$ cat src/design/pidd_pkg.sv
// ----------------------------------------------------------------------------
// pidd_pkg: shared types and constants for the position pid with integral decay
// Register indexes, decay codes, fixed field widths and reset values.
// ----------------------------------------------------------------------------
package pidd_pkg;

	// defaults for the top level parameters
	localparam int SAMPLE_WIDTH_DEF   = 16;
	localparam int GAIN_FRAC_BITS_DEF = 8;

	// fixed field widths
	localparam int GAIN_W     = 16;
	localparam int ILIM_W     = 23;
	localparam int OLIM_W     = 15;
	localparam int INTEG_W    = 24;
	localparam int DRIVE_W    = 16;
	localparam int CMD_W      = 2;
	localparam int CFG_IDX_W  = 3;
	localparam int CFG_DATA_W = 23;

	localparam logic [ILIM_W-1:0] ILIM_RESET = ILIM_W'(100000);
	localparam logic [OLIM_W-1:0] OLIM_RESET = OLIM_W'(9500);

	typedef enum logic [CFG_IDX_W-1:0] {
		REG_GAIN_P         = 3'd0,
		REG_GAIN_I         = 3'd1,
		REG_GAIN_D         = 3'd2,
		REG_INTEGRAL_LIMIT = 3'd3,
		REG_OUTPUT_LIMIT   = 3'd4
	} reg_idx_t;

	typedef enum logic [CMD_W-1:0] {
		DECAY_NONE  = 2'd0,
		DECAY_SCALE = 2'd1,
		DECAY_CLEAR = 2'd2
	} decay_cmd_t;

	typedef struct packed {
		logic signed [GAIN_W-1:0] gain_p;
		logic signed [GAIN_W-1:0] gain_i;
		logic signed [GAIN_W-1:0] gain_d;
		logic        [ILIM_W-1:0] integral_limit;
		logic        [OLIM_W-1:0] output_limit;
	} cfg_t;

endpackage

$ cat src/design/pidd_cfg.sv
// ----------------------------------------------------------------------------
// pidd_cfg: configuration register file
// Holds gains and limits, written through a plain write port.
// ----------------------------------------------------------------------------
module pidd_cfg (
	input  logic                           clk,
	input  logic                           arst_n,
	input  logic                           we,
	input  logic [pidd_pkg::CFG_IDX_W-1:0] index,
	input  logic [pidd_pkg::CFG_DATA_W-1:0] wdata,
	output pidd_pkg::cfg_t                 cfg
);
	import pidd_pkg::*;

	cfg_t cfg_q;

	always_ff @(posedge clk or negedge arst_n) begin
		if (!arst_n) begin
			cfg_q.gain_p         <= '0;
			cfg_q.gain_i         <= '0;
			cfg_q.gain_d         <= '0;
			cfg_q.integral_limit <= ILIM_RESET;
			cfg_q.output_limit   <= OLIM_RESET;
		end else if (we) begin
			// unused indexes are dropped
			unique case (index)
				REG_GAIN_P:         cfg_q.gain_p         <= $signed(wdata[GAIN_W-1:0]);
				REG_GAIN_I:         cfg_q.gain_i         <= $signed(wdata[GAIN_W-1:0]);
				REG_GAIN_D:         cfg_q.gain_d         <= $signed(wdata[GAIN_W-1:0]);
				REG_INTEGRAL_LIMIT: cfg_q.integral_limit <= wdata[ILIM_W-1:0];
				REG_OUTPUT_LIMIT:   cfg_q.output_limit   <= wdata[OLIM_W-1:0];
				default: begin
				end
			endcase
		end
	end

	assign cfg = cfg_q;

endmodule

$ cat src/design/position_pid_with_integral_decay_unit.sv
// ----------------------------------------------------------------------------
// position_pid_with_integral_decay_unit: positional pid with clamped, decaying integral
// error = measured - setpoint; clamped integral with 3/4 or clear decay;
// drive = (kp*e + ki*i + kd*de) >>> frac bits, saturated to the output limit.
// ----------------------------------------------------------------------------
//
//  channel | handshake              | payload
//  --------+------------------------+-----------------------------------
//  in      | in_valid / in_stall    | measured, setpoint, decay_cmd
//  out     | out_valid / out_stall  | drive
//  cfg     | cfg_we                 | cfg_index, cfg_wdata
//
//  one request per cycle sustained while the output is not stalled; a request
//  passes the input register, then integral update, three products, sum and clamp.
//  the integral update loop closes in a single stage, which sets the rate.
//  reset clears the pipeline valids, integral and previous error, and loads
//  the register defaults. a stalled output backs up stage by stage, empty
//  stages still take new requests.
//
module position_pid_with_integral_decay_unit #(
	parameter int SAMPLE_WIDTH   = pidd_pkg::SAMPLE_WIDTH_DEF,
	parameter int GAIN_FRAC_BITS = pidd_pkg::GAIN_FRAC_BITS_DEF
) (
	input  logic                             clk,
	input  logic                             arst_n,
	input  logic                             in_valid,
	output logic                             in_stall,
	input  logic signed [SAMPLE_WIDTH-1:0]   measured,
	input  logic signed [SAMPLE_WIDTH-1:0]   setpoint,
	input  logic [pidd_pkg::CMD_W-1:0]       decay_cmd,
	output logic                             out_valid,
	input  logic                             out_stall,
	output logic signed [pidd_pkg::DRIVE_W-1:0] drive,
	input  logic                             cfg_we,
	input  logic [pidd_pkg::CFG_IDX_W-1:0]   cfg_index,
	input  logic [pidd_pkg::CFG_DATA_W-1:0]  cfg_wdata
);
	import pidd_pkg::*;

	localparam int ERR_W  = SAMPLE_WIDTH + 1;
	localparam int DIFF_W = SAMPLE_WIDTH + 2;
	localparam int SUM_W  = ((ERR_W > INTEG_W) ? ERR_W : INTEG_W) + 1;
	localparam int DEC_W  = INTEG_W + 2;
	localparam int PP_W   = GAIN_W + ERR_W;
	localparam int PI_W   = GAIN_W + INTEG_W;
	localparam int PD_W   = GAIN_W + DIFF_W;
	localparam int PMAX_W = (PP_W > PI_W) ? ((PP_W > PD_W) ? PP_W : PD_W)
	                                      : ((PI_W > PD_W) ? PI_W : PD_W);
	localparam int ACC_W  = PMAX_W + 2;

	cfg_t cfg;

	pidd_cfg u_cfg (
		.clk    (clk),
		.arst_n (arst_n),
		.we     (cfg_we),
		.index  (cfg_index),
		.wdata  (cfg_wdata),
		.cfg    (cfg)
	);

	// flow control: a stage loads when empty or when its successor loads
	logic rdy_out, rdy_s3, rdy_s2, rdy_s1;
	logic v_s1, v_s2, v_s3, out_valid_q;

	assign rdy_out  = !out_valid_q || !out_stall;
	assign rdy_s3   = !v_s3 || rdy_out;
	assign rdy_s2   = !v_s2 || rdy_s3;
	assign rdy_s1   = !v_s1 || rdy_s2;
	assign in_stall = !rdy_s1;

	// stage 1: input register
	logic signed [SAMPLE_WIDTH-1:0] meas_s1, tgt_s1;
	logic [CMD_W-1:0]               cmd_s1;

	always_ff @(posedge clk or negedge arst_n) begin
		if (!arst_n) begin
			v_s1 <= 1'b0;
		end else if (rdy_s1) begin
			v_s1 <= in_valid;
		end
	end

	always_ff @(posedge clk) begin
		if (in_valid && rdy_s1) begin
			meas_s1 <= measured;
			tgt_s1  <= setpoint;
			cmd_s1  <= decay_cmd;
		end
	end

	// stage 2: error, integral update and derivative difference
	logic signed [ERR_W-1:0]   err_c;
	logic signed [SUM_W-1:0]   isum_c, ilim_c, iclamp_c;
	logic signed [DEC_W-1:0]   tri_c, tri_adj_c, quarter_c;
	logic signed [INTEG_W-1:0] integ_next_c;
	logic signed [DIFF_W-1:0]  diff_c;
	logic signed [INTEG_W-1:0] integ_q;
	logic signed [ERR_W-1:0]   prev_err_q;
	logic signed [ERR_W-1:0]   err_s2;
	logic signed [INTEG_W-1:0] integ_s2;
	logic signed [DIFF_W-1:0]  diff_s2;
	logic                      fire_s2;

	assign fire_s2 = v_s1 && rdy_s2;

	always_comb begin
		err_c  = ERR_W'(meas_s1) - ERR_W'(tgt_s1);
		isum_c = SUM_W'(integ_q) + SUM_W'(err_c);
		ilim_c = $signed(SUM_W'(cfg.integral_limit));
		if (isum_c > ilim_c) begin
			iclamp_c = ilim_c;
		end else if (isum_c < -ilim_c) begin
			iclamp_c = -ilim_c;
		end else begin
			iclamp_c = isum_c;
		end
		// 3/4 scaling, truncated toward zero
		tri_c     = (DEC_W'(iclamp_c) <<< 1) + DEC_W'(iclamp_c);
		tri_adj_c = tri_c[DEC_W-1] ? tri_c + DEC_W'(3) : tri_c;
		quarter_c = tri_adj_c >>> 2;
		unique case (cmd_s1)
			DECAY_SCALE: integ_next_c = quarter_c[INTEG_W-1:0];
			DECAY_CLEAR: integ_next_c = '0;
			default:     integ_next_c = iclamp_c[INTEG_W-1:0];
		endcase
		diff_c = DIFF_W'(err_c) - DIFF_W'(prev_err_q);
	end

	always_ff @(posedge clk or negedge arst_n) begin
		if (!arst_n) begin
			v_s2       <= 1'b0;
			integ_q    <= '0;
			prev_err_q <= '0;
		end else begin
			if (rdy_s2) begin
				v_s2 <= v_s1;
			end
			if (fire_s2) begin
				integ_q    <= integ_next_c;
				prev_err_q <= err_c;
			end
		end
	end

	always_ff @(posedge clk) begin
		if (fire_s2) begin
			err_s2   <= err_c;
			integ_s2 <= integ_next_c;
			diff_s2  <= diff_c;
		end
	end

	// stage 3: the three gain products
	logic signed [PP_W-1:0] prod_p_s3;
	logic signed [PI_W-1:0] prod_i_s3;
	logic signed [PD_W-1:0] prod_d_s3;
	logic                   fire_s3;

	assign fire_s3 = v_s2 && rdy_s3;

	always_ff @(posedge clk or negedge arst_n) begin
		if (!arst_n) begin
			v_s3 <= 1'b0;
		end else if (rdy_s3) begin
			v_s3 <= v_s2;
		end
	end

	always_ff @(posedge clk) begin
		if (fire_s3) begin
			prod_p_s3 <= cfg.gain_p * err_s2;
			prod_i_s3 <= cfg.gain_i * integ_s2;
			prod_d_s3 <= cfg.gain_d * diff_s2;
		end
	end

	// output: sum, floor shift, saturate
	logic signed [ACC_W-1:0]   acc_c, shifted_c, olim_c, sat_c;
	logic signed [DRIVE_W-1:0] drive_q;
	logic                      fire_out;

	assign fire_out = v_s3 && rdy_out;

	always_comb begin
		acc_c     = ACC_W'(prod_p_s3) + ACC_W'(prod_i_s3) + ACC_W'(prod_d_s3);
		shifted_c = acc_c >>> GAIN_FRAC_BITS;
		olim_c    = $signed(ACC_W'(cfg.output_limit));
		if (shifted_c > olim_c) begin
			sat_c = olim_c;
		end else if (shifted_c < -olim_c) begin
			sat_c = -olim_c;
		end else begin
			sat_c = shifted_c;
		end
	end

	always_ff @(posedge clk or negedge arst_n) begin
		if (!arst_n) begin
			out_valid_q <= 1'b0;
		end else if (rdy_out) begin
			out_valid_q <= v_s3;
		end
	end

	always_ff @(posedge clk) begin
		if (fire_out) begin
			drive_q <= sat_c[DRIVE_W-1:0];
		end
	end

	assign out_valid = out_valid_q;
	assign drive     = drive_q;

	// a clear command leaves the integral at zero
	a_clear_zeroes: assert property (@(posedge clk) disable iff (!arst_n)
		fire_s2 && cmd_s1 == DECAY_CLEAR |=> integ_q == '0)
		else $error("integral not cleared");

	// previous error follows the request that moved into stage 2
	a_prev_err: assert property (@(posedge clk) disable iff (!arst_n)
		fire_s2 |=> prev_err_q == err_s2)
		else $error("previous error out of step");

	// an empty output register never blocks the input
	a_no_stall_when_drained: assert property (@(posedge clk) disable iff (!arst_n)
		!out_valid_q |-> !in_stall)
		else $error("input stalled with output free");

	// saturation keeps the drive off the most negative code
	a_drive_range: assert property (@(posedge clk) disable iff (!arst_n)
		out_valid_q |-> drive_q != {1'b1, {(DRIVE_W-1){1'b0}}})
		else $error("drive outside saturation range");

endmodule
$ cat config.mk
export PLATFORM = sky130hd
export DESIGN_NAME = position_pid_with_integral_decay_unit
export DESIGN_NICKNAME = d
export VERILOG_FILES = /design/src/design/pidd_pkg.sv /design/src/design/pidd_cfg.sv /design/src/design/position_pid_with_integral_decay_unit.sv
export SDC_FILE = /design/constraint.sdc
export NUM_CORES = 2
export LEC_CHECK = 0
export ABC_AREA = 0
export BUFFER_PORTS_ARGS = -buffer_cell sky130_fd_sc_hd__buf_2
export CAP_MARGIN = 10
export CORE_MARGIN = 1
export CORE_UTILIZATION = 35
export DETAILED_ROUTE_END_ITERATION = 8
export PLACE_DENSITY_LB_ADDON = 0.15
export REMOVE_ABC_BUFFERS = 1
export SETUP_SLACK_MARGIN = 0.5
export SYNTH_ARGS = -nofsm -noshare
export SYNTH_HDL_FRONTEND = slang
export SYNTH_HIERARCHICAL = 1
export SYNTH_SLANG_ARGS = --single-unit
$ cat constraint.sdc
create_clock -name clk -period 11.5 [get_ports clk]
set_input_delay 1.725 -clock clk [delete_from_list [all_inputs] [get_ports clk]]
set_output_delay 1.725 -clock clk [all_outputs]
set_load 0.05 [all_outputs]
# Word level (Yosys, flattened, before mapping)
# Index checks and enable logic that the tools add are counted.
# classes
magnitude_cmp,4
addsub,9
n_mux,6
mul,3
n_reduce_logical,20
eq_ne,6
# op_table
op,n
25-bit 2-to-1 mux,2
24-bit one-hot mux with 2 select lines,1
41-bit by 34-bit adder with 42-bit output,1
34-bit by 42-bit < comparator with 1-bit output,1
15-bit negation with 42-bit output,1
33-bit by 40-bit adder with 41-bit output,1
16-bit by 24-bit multiplier with 40-bit output,1
34-bit by 16-bit > comparator with 1-bit output,1
16-bit by 18-bit multiplier with 34-bit output,1
16-bit by 17-bit multiplier with 33-bit output,1
26-bit by 25-bit adder with 26-bit output,1
26-bit by 3-bit adder with 26-bit output (second input constant),1
26-bit 2-to-1 mux,1
24-bit by 17-bit adder with 25-bit output,1
25-bit by 24-bit > comparator with 1-bit output,1
25-bit < comparator,1
23-bit negation with 25-bit output,1
17-bit by 17-bit subtractor with 18-bit output,1
16-bit by 16-bit subtractor with 17-bit output,1
16-bit 2-to-1 mux,1
15-bit 2-to-1 mux,1
2-bit AND reduction,5
3-bit by 2-bit == test with 1-bit output (second input constant),2
1-bit logical NOT,6
7 further kinds,13
# word_totals
output_inout_bits,18
register_bits,347
word_cells,70
in_bits,65

# Depth between registers and ports, before layout
# logic_depth
depth_word,9
depth_mapped,55
ltp_nobuf,54

# Modules after synthesis
# Netlist, hierarchy kept.
# by_module_without_submodules
module,area_each_um2,cells_per_inst,seq_area_each_um2,n_inst
position_pid_with_integral_decay_unit,53282.4,5586,7612.3,1
pidd_cfg,3285.7,186,2167.1,1

# Worst setup path before layout
# No wires, ideal clock.
# synth_timing
path_kind,register to register
from,register meas_s1[0]
to,register integ_q[20]
arrival_time_ps,10290
path_stages_with_launch,53
setup_time_ps,125
slack_ps,1085
path_buffers,1
path_cell_list,edfxtp_1 > inv_1 > ha_1 > fa_1 > nor2b_1 > o21ai_0 > nand2b_1 > and2_1 > o21ai_0 > nand2b_1 > a21o_1 > a21o_1 > a21o_1 > a21o_1 > a21o_1 > a21o_1 > a21o_1 > a21o_1 > [... 17 more ...] > or3_1 > o211ai_2 > inv_4 > ha_1 > mux2i_1 > or4_4 > o211ai_2 > a21oi_2 > o31ai_4 > nor3b_2 > o21a_1 > xnor2_1 > nor3b_2 > nand4_2 > nor3_2 > a21oi_1 > a211o_1 > mux2_2
# synth_between
elab_chain_len,9
elab_cells_between_ends,10
classes_between,4 x add/sub; 2 x order compare; 4 x mux
# synth_rtl
item,line_no,text
start: declaration,position_pid_with_integral_decay_unit.sv:73,"logic signed [SAMPLE_WIDTH-1:0] meas_s1, tgt_s1;"
start signal: assignment,position_pid_with_integral_decay_unit.sv:86,meas_s1 <= measured;
16-bit by 16-bit subtractor with 17-bit output (*),position_pid_with_integral_decay_unit.sv:108,err_c = ERR_W'(meas_s1) - ERR_W'(tgt_s1);
named net err_c[16],position_pid_with_integral_decay_unit.sv:93,logic signed [ERR_W-1:0] err_c;
24-bit by 17-bit adder with 25-bit output (*),position_pid_with_integral_decay_unit.sv:109,isum_c = SUM_W'(integ_q) + SUM_W'(err_c);
25-bit < comparator,position_pid_with_integral_decay_unit.sv:113,end else if (isum_c < -ilim_c) begin
25-bit 2-to-1 mux,position_pid_with_integral_decay_unit.sv:113,
25-bit 2-to-1 mux (*),position_pid_with_integral_decay_unit.sv:111,if (isum_c > ilim_c) begin
26-bit by 25-bit adder with 26-bit output,position_pid_with_integral_decay_unit.sv:119,tri_c = (DEC_W'(iclamp_c) <<< 1) + DEC_W'(iclamp_c);
26-bit by 3-bit adder with 26-bit output,position_pid_with_integral_decay_unit.sv:120,tri_adj_c = tri_c[DEC_W-1] ? tri_c + DEC_W'(3) : tri_c;
26-bit 2-to-1 mux,position_pid_with_integral_decay_unit.sv:120,
24-bit one-hot mux with 2 select lines (*),position_pid_with_integral_decay_unit.sv:122,unique case (cmd_s1)
named net integ_next_c[20],position_pid_with_integral_decay_unit.sv:96,logic signed [INTEG_W-1:0] integ_next_c;
end signal: assignment,position_pid_with_integral_decay_unit.sv:140,integ_q <= integ_next_c;
end: declaration,position_pid_with_integral_decay_unit.sv:98,logic signed [INTEG_W-1:0] integ_q;
# Mark *: on every way through the listed nets, which the timed path passes. The rest lies on a longest branch.
# A chain may end at the register's enable or synchronous reset.

# Worst setup path after layout
# layout_timing
from,register meas_s1[0]
to,"register integ_s2[19], data pin"
# layout_between
elab_chain_len,9
elab_cells_between_ends,10
classes_between,4 x add/sub; 2 x order compare; 4 x mux
# layout_rtl
item,line_no,text
16-bit by 16-bit subtractor with 17-bit output (*),position_pid_with_integral_decay_unit.sv:108,
named net err_c[16],position_pid_with_integral_decay_unit.sv:93,
24-bit by 17-bit adder with 25-bit output (*),position_pid_with_integral_decay_unit.sv:109,
25-bit < comparator,position_pid_with_integral_decay_unit.sv:113,
25-bit 2-to-1 mux,position_pid_with_integral_decay_unit.sv:113,
25-bit 2-to-1 mux (*),position_pid_with_integral_decay_unit.sv:111,
26-bit by 25-bit adder with 26-bit output,position_pid_with_integral_decay_unit.sv:119,
26-bit by 3-bit adder with 26-bit output,position_pid_with_integral_decay_unit.sv:120,
26-bit 2-to-1 mux,position_pid_with_integral_decay_unit.sv:120,
24-bit one-hot mux with 2 select lines (*),position_pid_with_integral_decay_unit.sv:122,
named net integ_next_c[19],position_pid_with_integral_decay_unit.sv:96,
end signal: assignment,position_pid_with_integral_decay_unit.sv:149,integ_s2 <= integ_next_c;
end: declaration,position_pid_with_integral_decay_unit.sv:101,logic signed [INTEG_W-1:0] integ_s2;
# Marks and branches as above.

==> impl_metrics.json <==
{
  "status": "complete, no violations",
  "synth.top_cell.area_share_pct": 34.8,
  "slew_headroom_pct": 26.4,
  "grt_pass1_wl_um": 255000,
  "yosysMostFrequentCell": "inv_1",
  "clk_latency_ns": 0.61,
  "r2r_start": "meas_s1[0]",
  "regArea_mm2": 0.00978,
  "numCtsBuffers": 45,
  "synth_area_per_cell_um2": 9.80,
  "routed.top_layer": "met4",
  "holdWs_ns": 0.480,
  "dr.first_iter.drc_count": 2268,
  "async_reset_ff_share_pct": 37.8,
  "initial_utilization_pct": 35.2,
  "synth_top_cells_by_area": "fa_1, edfxtp_1, ha_1",
  "ys.flop_type": "edfxtp_1",
  "final_area_mm2": 0.0618,
  "hpwlAfterDp_um": 132000,
  "row_count": 147,
  "wl_um": 163000,
  "antenna_found_initial": 19,
  "multi_input_area_mm2": 0.0424,
  "yosysWarnings": 6,
  "hold_buffers": 0,
  "slowest_delay_ns": 0.51,
  "maxCapViolations": 0,
  "clkTransAtPathRegs_ns": 0.06,
  "fmax_mhz": 94.5,
  "period_needed_ns": 10.58,
  "portBuffers": 82,
  "die_area_mm2": 0.163,
  "hp-start": "v_s3",
  "grt_pass1_vias": 42027,
  "die_h_um": 404,
  "startpoint_type": "register",
  "h-tree-depth": 2,
  "fin_crit_sh_pct": 92.0,
  "nets": 7341,
  "synthTopCellsByCount": "inv_1, fa_1, nand2_1, ha_1, and2_1",
  "cts_sinks": 347,
  "dpl-instance-area_mm2": 0.0594,
  "viasPerCell": 4.92,
  "synth_cell_types": 107,
  "ant_nets": 0,
  "root_buffer": "clkbuf_16",
  "worst_hold_path_type": "reg2reg",
  "drive_gt1_share_pct": 8.66,
  "area_growth_pct": 9.24,
  "first_pass_iters": 7,
  "finalHoldViolCount": 0,
  "cts_tree": "yes",
  "vias": 39368,
  "track_usage_pct": 20.6,
  "cp_max_fo": 6,
  "gp_congestion": 0.866,
  "required_ns": 11.85,
  "fillCellCount": 16133,
  "ys_ff_latch": 347,
  "critPathArrivalTime_ns": 10.94,
  "setup_viol": 0,
  "synth_edf_count": 216,
  "grt_overflow_total": 0,
  "crit_top_cell": "a21o_1",
  "yosysSeqAreaShare_pct": 17.3,
  "drc": 0,
  "grt_max_degree": 76,
  "place_ws_ns": -0.0513,
  "utilization_pct": 38.5,
  "crit_type": "reg2reg",
  "worst_pin_slew_ns": 1.10,
  "met1Wirelength_um": 74300,
  "yosysTopAreaCell": "fa_1",
  "route.met2.wl_um": 78700,
  "clockBufferDepth": 3,
  "rsz0062_at_grt": "no",
  "io_pins": 83,
  "wl_met3_um": 6470,
  "die_width_um": 404,
  "wl_per_cell_um": 20.4,
  "syn_inst": 5772,
  "coreArea_mm2": 0.161,
  "fin_ws_ns": 0.916,
  "slew_violations": 0,
  "synth_area_mm2": 0.0566,
  "skew_ns": 0.0277,
  "critPathLaunch": "meas_s1[0]",
  "worstSetupEndpointType": "register",
  "slowest_stage": "or4_4"
}
-- final cells by class --
type                            instances  area share [%]
Clock buffer                           50            1.94
Antenna cell                            3          0.0121
Tap cell                             2160            4.37
Timing Repair Buffer                  167            1.75
Inverter                             1115            6.79
Multi-Input combinational cell       4121            68.6
Clock inverter                         31           0.697
Sequential cell                       347            15.8
-- state kept, by name, indices dropped and copies added, names as in the netlist --
name and flops:
drive 16, diff_s2 18, prod_p_s3 33, meas_s1 16, v_s2 1, cmd_s1 2
prev_err_q 17, tgt_s1 16, v_s1 1, u_cfg/cfg 86, v_s3 1, out_valid 1
prod_d_s3 34, integ_q 24, err_s2 17, prod_i_s3 40, integ_s2 24
-- routing by layer --
metal | vias to the layer above | GRT usage [%]
li1 | 18275 | -
met1 | 20235 | 28.0
met2 | 723 | 35.2
met3 | 135 | 2.20
met4 | 0 | 4.68
met5 | - | 0
-- worst max-delay path, delay by kind of cell (launching register included) --
family,cells,cell delay (ns)
AOI/OAI and AO/OA,23,4.24
and+or+nand+nor,18,3.69
adders and majority gates,5,1.18
xor gates and xnor gates,2,0.47
DFF,1,0.38
buffers and inverters,3,0.30
muxes,1,0.06
-- timing repair --
action,CTS,global route
resized for setup,17,83
pin swaps,8,56
setup endpoints to repair,28,48
buffers inserted,5,21
-- stage by stage --
step	instances	setup TNS (ns)
floorplan	5583	0
global placement	7884	0
detailed placement	7884	-0.0513
CTS	7970	0
global route	7991	0
finish	7994	0
-- path summary, 6_finish.rpt --
check,endpoint,slack [ns],cells past startpoint
max in group asynchronous,u_cfg/cfg[44],8.62,3
worst max register to register,integ_s2[19],0.92,52
worst min-delay path,out_valid,0.48,1
worst max-delay path,integ_s2[19],0.92,52
min in group asynchronous,out_valid,0.99,1
worst min register to register,out_valid,0.48,1
-- cells by family after synthesis --
kind of cell	synth area share, %
buf+inv	8.79
compound gates	7.54
flops	17.3
mux	2.45
simple gates	14.3
fa+ha+maj	45.7
xor+xnor	3.88
-- placed cells by master, fill, tap and decap left out, types with 18 or more instances in the layout --
cell type,synthesis,final
fa_1,982,981
mux2_2,110,110
o21ai_0,117,109
a21o_1,70,70
and2_1,374,370
nand2_1,675,674
or3_1,21,20
a21oi_1,176,170
o21bai_1,37,37
dfrtp_1,119,119
a31oi_1,28,27
edfxtp_1,216,216
nand2b_1,88,88
nor3_1,71,69
o21a_1,41,41
buf_2,8,81
nand3_1,55,53
buf_4,1,81
and3_1,19,18
xor2_1,54,50
nor2_1,170,169
clkbuf_16,0,47
nor2b_1,42,41
inv_1,1113,1111
ha_1,497,481
xnor2_1,195,187
nor4_1,23,23
nand4_1,31,31
a211oi_1,20,18
Power is not shown: default switching activity piles up to over one toggle a cycle in this logic, so the estimate is an artifact.
